## src/rtl/tms_pkg.sv

```systemverilog
// ----------------------------------------------------------------------------
// tms_pkg
// types, constants and helpers shared by the matrix stack modules
// ----------------------------------------------------------------------------
package tms_pkg;

    localparam int STACK_DEPTH = 128;
    localparam int DEPTH_W     = $clog2(STACK_DEPTH + 1);
    localparam int SLOT_W      = $clog2(STACK_DEPTH);
    localparam int ADDR_W      = SLOT_W + 4;
    localparam int ACC_W       = 66;

    localparam logic [1:0] CMD_PUSH  = 2'd0;
    localparam logic [1:0] CMD_POP   = 2'd1;
    localparam logic [1:0] CMD_RESET = 2'd2;
    localparam logic [1:0] CMD_READ  = 2'd3;

    localparam logic [1:0] ST_OK    = 2'd0;
    localparam logic [1:0] ST_FULL  = 2'd1;
    localparam logic [1:0] ST_EMPTY = 2'd2;

    typedef struct packed {
        logic [1:0]         command;
        logic [1:0]         row_index;
        logic signed [31:0] elem_0;
        logic signed [31:0] elem_1;
        logic signed [31:0] elem_2;
        logic signed [31:0] elem_3;
    } t_in_item;

    typedef struct packed {
        logic [1:0]         status;
        logic [1:0]         out_row;
        logic signed [31:0] out_0;
        logic signed [31:0] out_1;
        logic signed [31:0] out_2;
        logic signed [31:0] out_3;
        logic [7:0]         stack_depth;
        logic               last;
    } t_out_item;

    // controller to datapath
    typedef struct packed {
        logic              buf_wr;     // store input row into row buffer
        logic              mac_clr;    // first product of a dot product
        logic              mac_en;     // product issued this cycle
        logic              mac_last;   // last product, write sum back
        logic              copy_wr;    // write buffer element directly
        logic              rd;         // issue store read
        logic [ADDR_W-1:0] rd_addr;
        logic [ADDR_W-1:0] wr_addr;
        logic [1:0]        ki;         // buffer element row
        logic [1:0]        kj;         // buffer element column
        logic              row_ld;     // latch read word into output row
        logic [1:0]        row_col;
    } t_dp_cmd;

    function automatic logic signed [31:0] sat_shift(input logic signed [ACC_W-1:0] a);
        logic signed [ACC_W-1:0] s;
        begin
            s = a >>> 16;
            if (s > 66'sd2147483647)
                sat_shift = 32'sh7fffffff;
            else if (s < -66'sd2147483648)
                sat_shift = 32'sh80000000;
            else
                sat_shift = s[31:0];
        end
    endfunction

endpackage

```

## src/rtl/tms_ctrl.sv

```systemverilog
// ----------------------------------------------------------------------------
// tms_ctrl
// command decode, depth count and sequencing of store accesses
// ----------------------------------------------------------------------------
module tms_ctrl (
    input  logic              i_clk,
    input  logic              i_rst_n,
    input  logic              i_valid,
    output logic              o_ready,
    input  tms_pkg::t_in_item i_item,
    output tms_pkg::t_dp_cmd  o_cmd,
    input  logic [4*32-1:0]   i_row,
    output logic              o_valid,
    input  logic              i_ready,
    output tms_pkg::t_out_item o_item
);
    import tms_pkg::*;

    localparam logic [2:0] S_IDLE = 3'd0;
    localparam logic [2:0] S_COPY = 3'd1;
    localparam logic [2:0] S_MUL  = 3'd2;
    localparam logic [2:0] S_RDRW = 3'd3;
    localparam logic [2:0] S_OUT  = 3'd4;

    localparam logic [6:0] MUL_LAST_ISSUE = 7'd63;
    localparam logic [6:0] MUL_DONE       = 7'd66;

    logic [2:0]         r_st, n_st;
    logic [DEPTH_W-1:0] r_depth, n_depth;
    logic [6:0]         r_cnt, n_cnt;      // sequence counter
    logic [1:0]         r_orow, n_orow;
    logic [SLOT_W-1:0]  r_dst, n_dst, r_src, n_src;
    logic               r_ov, n_ov;
    t_out_item          r_out, n_out;
    logic               w_acc;
    logic [SLOT_W-1:0]  w_top;

    assign o_ready = (r_st == S_IDLE) && !r_ov;
    assign w_acc   = i_valid && o_ready;
    assign o_valid = r_ov;
    assign o_item  = r_out;
    assign w_top   = SLOT_W'(r_depth - DEPTH_W'(1));

    always_comb begin
        n_st = r_st; n_depth = r_depth; n_cnt = r_cnt; n_orow = r_orow;
        n_dst = r_dst; n_src = r_src; n_ov = r_ov; n_out = r_out;
        o_cmd = '0;
        if (r_ov && i_ready)
            n_ov = 1'b0;
        case (r_st)
            S_IDLE: begin
                if (w_acc) begin
                    n_out = '0;
                    n_out.last = 1'b1;
                    case (i_item.command)
                        CMD_PUSH: begin
                            o_cmd.buf_wr = 1'b1;
                            if (i_item.row_index == 2'd3) begin
                                if (r_depth == DEPTH_W'(STACK_DEPTH)) begin
                                    n_out.status = ST_FULL;
                                    n_out.stack_depth = 8'(r_depth);
                                    n_ov = 1'b1;
                                end else begin
                                    n_dst = SLOT_W'(r_depth);
                                    n_src = w_top;
                                    n_cnt = '0;
                                    n_st = (r_depth == '0) ? S_COPY : S_MUL;
                                end
                            end
                        end
                        CMD_POP: begin
                            if (r_depth == '0) begin
                                n_out.status = ST_EMPTY;
                            end else begin
                                n_depth = r_depth - DEPTH_W'(1);
                            end
                            n_out.stack_depth = 8'(n_depth);
                            n_ov = 1'b1;
                        end
                        CMD_RESET: begin
                            n_depth = '0;
                            n_out.stack_depth = 8'd0;
                            n_ov = 1'b1;
                        end
                        default: begin
                            if (r_depth == '0) begin
                                n_out.status = ST_EMPTY;
                                n_out.stack_depth = 8'd0;
                                n_ov = 1'b1;
                            end else begin
                                n_src = w_top;
                                n_orow = 2'd0;
                                n_cnt = '0;
                                n_st = S_RDRW;
                            end
                        end
                    endcase
                end
            end
            S_COPY: begin
                o_cmd.copy_wr = 1'b1;
                o_cmd.ki = r_cnt[3:2];
                o_cmd.kj = r_cnt[1:0];
                o_cmd.wr_addr = {r_dst, r_cnt[3:0]};
                n_cnt = r_cnt + 7'd1;
                if (r_cnt == 7'd15) begin
                    n_depth = r_depth + DEPTH_W'(1);
                    n_src = r_dst; n_orow = 2'd0; n_cnt = '0;
                    n_st = S_RDRW;
                end
            end
            S_MUL: begin
                // cnt[5:4] row i, cnt[3:2] column j, cnt[1:0] term k
                if (r_cnt <= MUL_LAST_ISSUE) begin
                    o_cmd.rd = 1'b1;
                    o_cmd.rd_addr = {r_src, r_cnt[1:0], r_cnt[3:2]};
                    o_cmd.ki = r_cnt[5:4];
                    o_cmd.kj = r_cnt[1:0];
                    o_cmd.mac_en = 1'b1;
                    o_cmd.mac_clr = (r_cnt[1:0] == 2'd0);
                    o_cmd.mac_last = (r_cnt[1:0] == 2'd3);
                    o_cmd.wr_addr = {r_dst, r_cnt[5:2]};
                end
                n_cnt = r_cnt + 7'd1;
                // wait for the last sum to reach the store
                if (r_cnt == MUL_DONE) begin
                    n_depth = r_depth + DEPTH_W'(1);
                    n_src = r_dst; n_orow = 2'd0; n_cnt = '0;
                    n_st = S_RDRW;
                end
            end
            S_RDRW: begin
                o_cmd.rd = (r_cnt[2:0] < 3'd4);
                o_cmd.rd_addr = {r_src, r_orow, r_cnt[1:0]};
                o_cmd.row_ld = (r_cnt[2:0] >= 3'd1) && (r_cnt[2:0] <= 3'd4);
                o_cmd.row_col = 2'(r_cnt[2:0] - 3'd1);
                n_cnt = r_cnt + 7'd1;
                if (r_cnt[2:0] == 3'd5) begin
                    n_out.status = ST_OK;
                    n_out.out_row = r_orow;
                    {n_out.out_3, n_out.out_2, n_out.out_1, n_out.out_0} = i_row;
                    n_out.stack_depth = 8'(r_depth);
                    n_out.last = (r_orow == 2'd3);
                    n_ov = 1'b1;
                    n_st = S_OUT;
                end
            end
            S_OUT: begin
                if (r_ov && i_ready) begin
                    if (r_orow == 2'd3) begin
                        n_st = S_IDLE;
                    end else begin
                        n_orow = r_orow + 2'd1;
                        n_cnt = '0;
                        n_st = S_RDRW;
                    end
                end
            end
            default: n_st = S_IDLE;
        endcase
    end

    always_ff @(posedge i_clk) begin
        if (!i_rst_n) begin
            r_st <= S_IDLE; r_depth <= '0; r_ov <= 1'b0;
            r_cnt <= '0; r_orow <= '0;
        end else begin
            r_st <= n_st; r_depth <= n_depth; r_ov <= n_ov;
            r_cnt <= n_cnt; r_orow <= n_orow;
        end
        r_dst <= n_dst; r_src <= n_src; r_out <= n_out;
    end

    assert property (@(posedge i_clk) disable iff (!i_rst_n)
        r_depth <= DEPTH_W'(STACK_DEPTH)) else $error("depth overflow");
    assert property (@(posedge i_clk) disable iff (!i_rst_n)
        o_ready |-> !o_valid) else $error("ready with pending result");
    assert property (@(posedge i_clk) disable iff (!i_rst_n)
        (o_valid && !i_ready) |=> $stable(o_item)) else $error("result changed");

endmodule

```

## config.mk

```make
export PLATFORM = sky130hd
export DESIGN_NAME = tms_ctrl
export DESIGN_NICKNAME = d
export VERILOG_FILES = /design/src/rtl/tms_pkg.sv /design/src/rtl/tms_ctrl.sv
export SDC_FILE = /design/constraint.sdc
export NUM_CORES = 1
export LEC_CHECK = 0
export ABC_AREA = 1
export BUFFER_PORTS_ARGS = -buffer_cell sky130_fd_sc_hd__buf_2
export CAP_MARGIN = 20
export CELL_PAD_IN_SITES_DETAIL_PLACEMENT = 1
export CELL_PAD_IN_SITES_GLOBAL_PLACEMENT = 2
export CORE_MARGIN = 5
export CORE_UTILIZATION = 25
export DETAILED_ROUTE_END_ITERATION = 6
export PLACE_DENSITY_LB_ADDON = 0.1
export SLEW_MARGIN = 10
export SYNTH_ARGS = -nofsm -noshare
export SYNTH_HDL_FRONTEND = slang
export SYNTH_SLANG_ARGS = --single-unit
```

## constraint.sdc

```tcl
create_clock -name i_clk -period 6.15 [get_ports i_clk]
set_input_delay 0.615 -clock i_clk [delete_from_list [all_inputs] [get_ports i_clk]]
set_output_delay 0.615 -clock i_clk [all_outputs]
set_load 0.01 [all_outputs]
```

Yosys cells after proc, flatten, opt, wreduce, memory -nomap -nowiden:

Index checks and enable logic that the tools add are counted.

* bits in registers: 176
* bits in latches: 0
* RAM bits: 0
* memory bits (read-only): 0
* input bits: 264
* output and inout port bits: 178
* word-level logic and storage cells: 145
* memories kept: 0

* add/sub/neg operators: 5
* multipliers: 0
* divide/modulo/power cells: 0
* $lt $le $gt $ge: 4
* equality and inequality tests: 26
* shifts and indexed selects: 0
* multiplexer cells: 72
* bitwise gates (word level): 1
* reductions and logical operators: 22

Operator list (count)
* 141-bit two-way mux: 2
* 141-bit one-hot mux with 2 select lines: 1
* 7-bit two-way mux: 14
* 8-bit two-way mux: 6
* 7-bit one-hot mux with 5 select lines: 1
* 3-bit two-way mux: 11
* 8-bit one-hot mux with 2 select lines: 2
* 15-bit one-hot mux with 2 select lines: 1
* 7-bit one-hot mux with 2 select lines: 2
* 27-bit two-way mux: 1
* 12-bit one-hot mux with 2 select lines: 1
* 8-bit one-hot mux with 3 select lines: 1
* 8-bit AND reduction: 3
* 7-bit one-hot mux with 3 select lines: 1
* 2-bit two-way mux: 10
* 2-bit != test (second input constant): 9
* 3-bit one-hot mux with 5 select lines: 1
* 1-bit two-way mux: 12
* 5-bit AND reduction: 2
* 9-bit AND reduction: 1
* 8-bit by 1-bit adder with 8-bit output (second input constant): 1
* 2-bit == test (second input constant): 4
* 8-bit == test (second input constant): 1
* 8-bit zero test: 1
* other kinds (33): 41

Depth between registers and ports, before layout:

Gate-level depths: netlist of the first run.

* word-level depth: 7
* depth in mapped cells: 12
* depth with buffers taken out: 11

Worst setup path before layout of the first run:

Ideal clock, no wire load.

* path type: register to register
* start: reg r_cnt[1]
* end: reg r_out (netlist bit o_item[0]) (enable)
* data arrival time: 3.176 ns
* data required time: 4.949 ns
* setup slack: 1.774 ns
* cell stages (with the launch flop): 7
* buffers on the path: 0
* period minus slack after synthesis: 4.376 ns
* cells stage by stage: dfxtp_1 > inv_1 > ha_1 > nand2_1 > inv_1 > nand2_1 > nand2_1

* longest elaborated chain between the ends: 3

Ends and longest elaborated chain
* start: declaration: line tms_ctrl.sv:30 `logic [6:0] r_cnt, n_cnt;`
* start signal: assignment: line tms_ctrl.sv:169 `r_cnt <= n_cnt; r_orow <= n_orow;`
* 3-bit == test: line tms_ctrl.sv:138 `if (r_cnt[2:0] == 3'd5) begin`
* 2-bit != test (no source line)
* 3-bit AND reduction (no source line)
* end signal: assignment: line tms_ctrl.sv:171 `r_dst <= n_dst; r_src <= n_src; r_out <= n_out;`
* end: declaration: line tms_ctrl.sv:34 `t_out_item r_out, n_out;`

No other way between the ends.
A chain may end at the register's enable or synchronous reset.

==> flow_metrics.py, run 1 <==
metrics = {
    "setup_path": {
        "critPathMostFrequentCell": "nor2_1",
        "worstSetupStartpointType": "register",
        "cp_slowest_cell": "dfxtp_1",
        "path_class": "reg -> out",
        "endpoint_kind": "output pin",
        "cp.required_ns": 5.53,
        "crit_chain": "nand3_1, nor2_1, nand4_1, nand3_2, inv_1, nor2_2, nor2_1, buf_2",
        "cp.arrival_ns": 2.54,
        "worstPathMaxFanout": 12,
        "slowest_delay_ns": 0.62,
    },
    "synth": {
        "synth_top_family_by_area": "simple AND/OR/NAND/NOR gates",
        "ys_seq_elements": 176,
        "ys_top_cells_by_area": "edfxtp_1 58%, nor2_1 9.6%, inv_1 8.3%",
        "synth_cells": 851,
        "yosysTopAreaCellShare": 0.579,
        "muxShareOfSynthArea": 0,
        "ys_seq_area_frac": 0.631,
        "ys_types": 38,
        "yosys.area_share.xor_xnor": 0.00436,
        "synth_commonest_cells": "205 x nor2_1, 178 x inv_1, 155 x edfxtp_1, 118 x nand2_1, 34 x nand3_1",
        "synth_fa_ha_area_frac": 0.0187,
        "syn-num-nets": 1127,
        "yosysWarningCount": 0,
        "yosysTopAreaCell": "edfxtp_1",
        "synth_compound_area_frac": 0.0388,
        "synth_area_per_cell_um2": 9.44,
        "ys_dominant_reg_cell": "edfxtp_1",
        "synth_most_common_cell": "nor2_1",
        "syn_area_mm2": 0.00804,
        "async_flop_share": 0,
        "synth_edf_count": 155,
        "yosys.area_share.simple": 0.203,
    },
    "global_route": {
        "grt-ovfl-total": 0,
        "grt_pass1_wl_um": 42500,
        "first_global_vias": 6710,
        "antenna_found_initial": 5,
        "track_usage": 0.156,
        "grt_max_degree": 82,
    },
    "cts": {
        "insertion_delay_ns": 0.43,
        "cts.path.max_buffers": 2,
        "clkTransAtPathRegs_ns": 0.07,
        "post-cts-setup-buffers": 0,
        "tritoncts": "yes",
        "cts_root_buf": "clkbuf_16",
        "cts_resized": 0,
        "cts_max_level": 4,
        "postCtsHoldBufs": 0,
        "clock_sinks": 176,
        "cts_buffers": 17,
    },
    "sta": {
        "fin_ws_ns": 3.00,
        "final_max_slew_viol_count": 0,
        "max_slew_margin": 0.303,
        "tightestPinTransition_ns": 1.04,
        "fin_crit_ns": 3.15,
        "finalHoldViolations": 0,
        "whs_ns": 0.479,
        "setup_tns_ns": 0,
        "finalSetupViolations": 0,
        "rsz0062_at_grt": "false",
        "fin_skew_ns": 0.0103,
        "period_share": 0.513,
        "clock.fmax_ghz": 0.317,
    },
    "place": {
        "io_buffers": 313,
        "hpwlAfterDp_um": 22300,
        "gp_congestion": 0.775,
        "dp_slack_ns": 3.02,
    },
    "route": {
        "vias": 6589,
        "routed_wl_um": 28800,
        "drc": 0,
        "antenna_left": 0,
        "initialDrtViolationCount": 304,
        "wire_per_inst_um": 18.3,
        "first_pass_iters": 4,
        "vias_per_cell": 4.18,
    },
    "final_layout": {
        "final_util": 0.334,
        "area_growth_pct": 31.5,
        "drive_gt1_frac": 0.318,
        "layout.nets": 1438,
    },
    "power_and_ir_drop": {
        "p_comb_frac": 0.388,
        "internal_power_mw": 2.81,
        "power_switching_mw": 1.92,
        "powerDensity_mw_per_mm2": 448,
        "peakVddDrop_v": 0.000256,
        "p_leak_nw": 5.25,
        "power_frac_clock": 0.221,
        "p_seq_frac": 0.391,
        "switching_share": 0.406,
    },
    "status": {
        "status": "finished, final reports clean",
    },
    "floorplan": {
        "core_region_area_mm2": 0.0316,
        "die-area_mm2": 0.0358,
        "initial_core_util": 0.254,
        "die-width_um": 189,
        "die_h_um": 189,
        "io-pin-count": 442,
        "num_rows": 65,
    },
    "min_path": {
        "min_path_type": "in -> reg",
    },
    "run": {
        "cap_violations": 0,
    },
}
## worst paths after layout
path	slack, ns	end	startpoint	cells past startpoint
max	3.00	o_cmd[13]	r_cnt[2]	8
min	0.48	o_item[89]	i_row[48]	3
max reg2reg	3.24	o_item[43]	r_st[1]	5
min reg2reg	0.52	r_dst[1]	r_depth[1]	0
## layer usage
layer	track usage	vias to the layer above	wire (um)	part of all wire
li1	-	3289	-	-
met1	0.192	3091	12400	0.43
met2	0.268	186	14100	0.49
met3	0.0538	17	1980	0.069
met4	0.0328	6	244	0.0085
met5	0	-	41	0.0014
## power groups by stage
stage / Sequential, mW / Combinational [mW] / Clock [mW]
6_report: 1.85 / 1.84 / 1.04
5_1_grt: 1.89 / 2.08 / 1.14
4_1_cts: 1.86 / 1.89 / 1.09
3_5_place_dp: 1.89 / 1.89 / 0
3_3_place_gp: 1.87 / 1.91 / 0
2_1_floorplan: 2.01 / 1.02 / 0
## flip-flops by register name, summed over array words and instances, names as in the netlist
name,cells
r_cnt,7
o_valid,1
r_depth,8
r_dst,7
o_item,141
r_st,3
r_orow,2
r_src,7
## cell families after synthesis
| family | Yosys count |
|---|---|
| xor+xnor | 4 |
| buf+inv | 211 |
| compound gates | 58 |
| simple gates | 390 |
| flops | 176 |
| fa+ha+maj | 12 |
## through the flow
| step | total power, mW | instance area (um^2) | instances |
|---|---|---|---|
| 6_report | 4.73 | 10600 | 1577 |
| 5_1_grt | 5.10 | 10600 | 1577 |
| 4_1_cts | 4.84 | 10600 | 1575 |
| 3_5_place_dp | 3.77 | 10000 | 1544 |
| 3_3_place_gp | 3.78 | 10000 | 1544 |
| 2_1_floorplan | 3.03 | 8040 | 851 |
## layout make-up
cell class              count  area, um^2
fillers                  3781       21100
diodes                      1        2.50
repair buffers            319        1610
clock buffers              19         433
flip-flops and latches    176        5070
clock inverters            12         109
well taps                 402         503
multi-input cells         464        2140
inverters                 184         696
## layout by cell type, fill, tap and decap left out, drive strengths merged
cell type	Yosys	routed
o2111ai	1	1
inv	183	187
clkinv	1	6
o21ai	32	32
nor4	3	3
o22ai	4	4
clkbuf	11	19
nor2	211	211
edfxtp	155	155
buf	16	319
nand3b	2	2
clkinvlp	0	2
a31oi	2	2
diode	0	1
nand2	126	126
nand4	6	6
xor2	3	3
bufinv	0	1
a211oi	1	1
xnor2	1	1
dfxtp	21	21
nor3	4	4
nand3	36	36
a21oi	18	18
nor3b	2	2
ha	12	12
## worst max-delay path: cells and delay by family (launching register included)
kind,cells,cell delay [ns]
buffers and inverters,2,0.32
flip-flops,1,0.62
AND/OR/NAND/NOR,6,1.17
Note: power is estimated with default switching activity, not from simulation.
==> inputs of run 2 (changes only) <==
Settings changed: CORE_UTILIZATION 25 to 22.
Clock period 6.15 ns to 2.55 ns, I/O delays scaled along.
==> run 2 against run 1 <==
Compared with the run above:
- critical endpoint is now o_cmd[19]
- die area increased by 13%
- first-iteration DRC count decreased by 24%
- via count increased by 1.4%
- total power increased to 2.5 times the previous value
==> flow_metrics.py, run 2 (same netlist as run 1, synthesis figures left out) <==
metrics = {
    "floorplan": {
        "die_h_um": 201,
        "io-pin-count": 442,
        "initial_core_util": 0.221,
        "die-area_mm2": 0.0405,
        "core_region_area_mm2": 0.0363,
        "die-width_um": 201,
        "num_rows": 70,
    },
    "setup_path": {
        "reg2reg_depth": 9,
        "r2r_end": "r_src[0]",
        "endpoint_kind": "output pin",
        "worstPathMaxFanout": 8,
        "rrSetupSlack_ns": 0.27,
        "worstSetupStartpointType": "register",
        "r2r-start": "r_depth[1]",
        "cp.required_ns": 2.30,
        "path_class": "reg -> out",
        "cp.arrival_ns": 2.13,
    },
    "power_and_ir_drop": {
        "p_leak_nw": 5.41,
        "p_seq_frac": 0.369,
        "internal_power_mw": 7.28,
        "totalPowerFinal_mw": 11.9,
        "switching_share": 0.390,
        "p_comb_frac": 0.399,
        "peakVddDrop_v": 0.000534,
        "powerDensity_mw_per_mm2": 1090,
        "power_switching_mw": 4.66,
        "power_frac_clock": 0.232,
    },
    "final_layout": {
        "drive_gt1_frac": 0.331,
        "layout.nets": 1461,
        "layout.cells.non_filler": 1667,
        "area_growth_pct": 36.3,
        "multi_input_area_mm2": 0.00217,
        "regArea_mm2": 0.00508,
        "largest_reg_flops": 141,
        "layout_commonest_cell": "buf_2",
        "final_util": 0.301,
        "n_fill_cell": 4312,
        "final_cell_mix": "313 x buf_2, 205 x nor2_1, 177 x inv_1",
    },
    "min_path": {
        "hold_path_end": "o_item[76]",
        "hold_depth": 3,
        "worstHoldStart": "i_row[35]",
        "min_path_type": "in -> reg",
    },
    "run": {
        "cap_violations": 0,
    },
    "route": {
        "routed_wl_um": 28700,
        "wire_per_inst_um": 17.2,
        "vias": 6681,
        "vias_per_cell": 4.01,
        "first_pass_iters": 4,
        "antenna_left": 0,
        "drc": 0,
        "initialDrtViolationCount": 232,
    },
    "global_route": {
        "grt_pass1_wl_um": 43300,
        "antenna_found_initial": 2,
        "first_global_vias": 6892,
        "grt_max_degree": 45,
        "grt-ovfl-total": 0,
        "track_usage": 0.141,
    },
    "status": {
        "status": "finished, final reports clean",
    },
    "place": {
        "hpwlAfterDp_um": 22200,
        "gp_congestion": 0.736,
        "dp_slack_ns": 0.288,
        "io_buffers": 313,
        "placed_cells": 1634,
    },
    "sta": {
        "fin_skew_ns": 0.00716,
        "final_max_slew_viol_count": 0,
        "rsz0062_at_grt": "false",
        "period_share": 0.934,
        "clock.fmax_ghz": 0.420,
        "tightestPinTransition_ns": 0.749,
        "fin_crit_ns": 2.38,
        "finalHoldViolations": 0,
        "fin_ws_ns": 0.169,
        "setup_tns_ns": 0,
        "max_slew_margin": 0.499,
        "finalSetupViolations": 0,
    },
    "cts": {
        "tritoncts": "yes",
        "clock_sinks": 176,
        "clkTransAtPathRegs_ns": 0.07,
        "cts_root_buf": "clkbuf_16",
        "cts_max_level": 4,
        "cts.path.max_buffers": 2,
        "insertion_delay_ns": 0.44,
        "cts_buffers": 17,
    },
}
## run 2: cell types whose count changed in the layout (fill, tap and decap cells not counted), moves of 2 or more
cell,change
buf_12,+3
buf_4,+21
nor2_4,+2
inv_6,-2
clkinv_1,+3
nor2_2,-2
bufinv_16,+3
## run 2: area by class of cell
class / instances / share of cell area
clock buffers: 19 / 0.0395
diodes: 1 / 0.000228
well taps: 468 / 0.0535
multi-input cells: 464 / 0.198
clock inverters: 13 / 0.0153
inverters: 184 / 0.0637
flip-flops and latches: 176 / 0.463
repair buffers: 342 / 0.166
## run 2: power by group through the flow
| stage | combinational, mW | clock (mW) | sequential (mW) |
|---|---|---|---|
| 2_1_floorplan | 2.47 | 0 | 4.75 |
| 3_3_place_gp | 4.89 | 0 | 4.46 |
| 3_5_place_dp | 4.87 | 0 | 4.48 |
| 4_1_cts | 4.91 | 2.88 | 4.42 |
| 5_1_grt | 5.37 | 3.00 | 4.49 |
| 6_report | 4.77 | 2.77 | 4.41 |
## run 2: per-layer routing
metal / track usage / vias to the layer above / share of wire
li1: - / 3336 / -
met1: 0.180 / 3152 / 0.45
met5: 0 / - / 0.00059
met3: 0.0414 / 15 / 0.056
met2: 0.237 / 176 / 0.48
met4: 0.0320 / 2 / 0.0093
## run 2: per-stage QoR
step,hold slack (ns),cell area (um^2)
5_1_grt,0.0830,10900
3_5_place_dp,0.530,10300
4_1_cts,0.0764,10900
2_1_floorplan,0.381,8040
3_3_place_gp,0.521,10300
6_report,0.107,11000
## run 2: worst max-delay path by stage
stage               start        end  cells past startpoint
2_1_floorplan     r_st[1]  o_item[0]                      5
3_3_place_gp   r_depth[1]   r_src[4]                      9
3_5_place_dp   r_depth[1]   r_src[4]                      9
4_1_cts          r_cnt[1]  o_cmd[19]                      8
5_1_grt          r_cnt[1]  o_cmd[19]                      8
6_report         r_cnt[1]  o_cmd[19]                      8
## run 2: repair_timing
item                                    4_1_cts  5_1_grt
resized for setup                             4        4
buffers inserted                              0        0
endpoints found under the setup margin       24       23
hold buffers                                  0        0
## run 2: worst max-delay path, cell delays in order (launching register included)
cell	delay [ns]
dfxtp_2	0.37
ha_2	0.22
nand3_1	0.19
nand4_1	0.20
nand3_4	0.17
inv_4	0.15
nand2_1	0.08
o21ai_0	0.09
buf_2	0.21
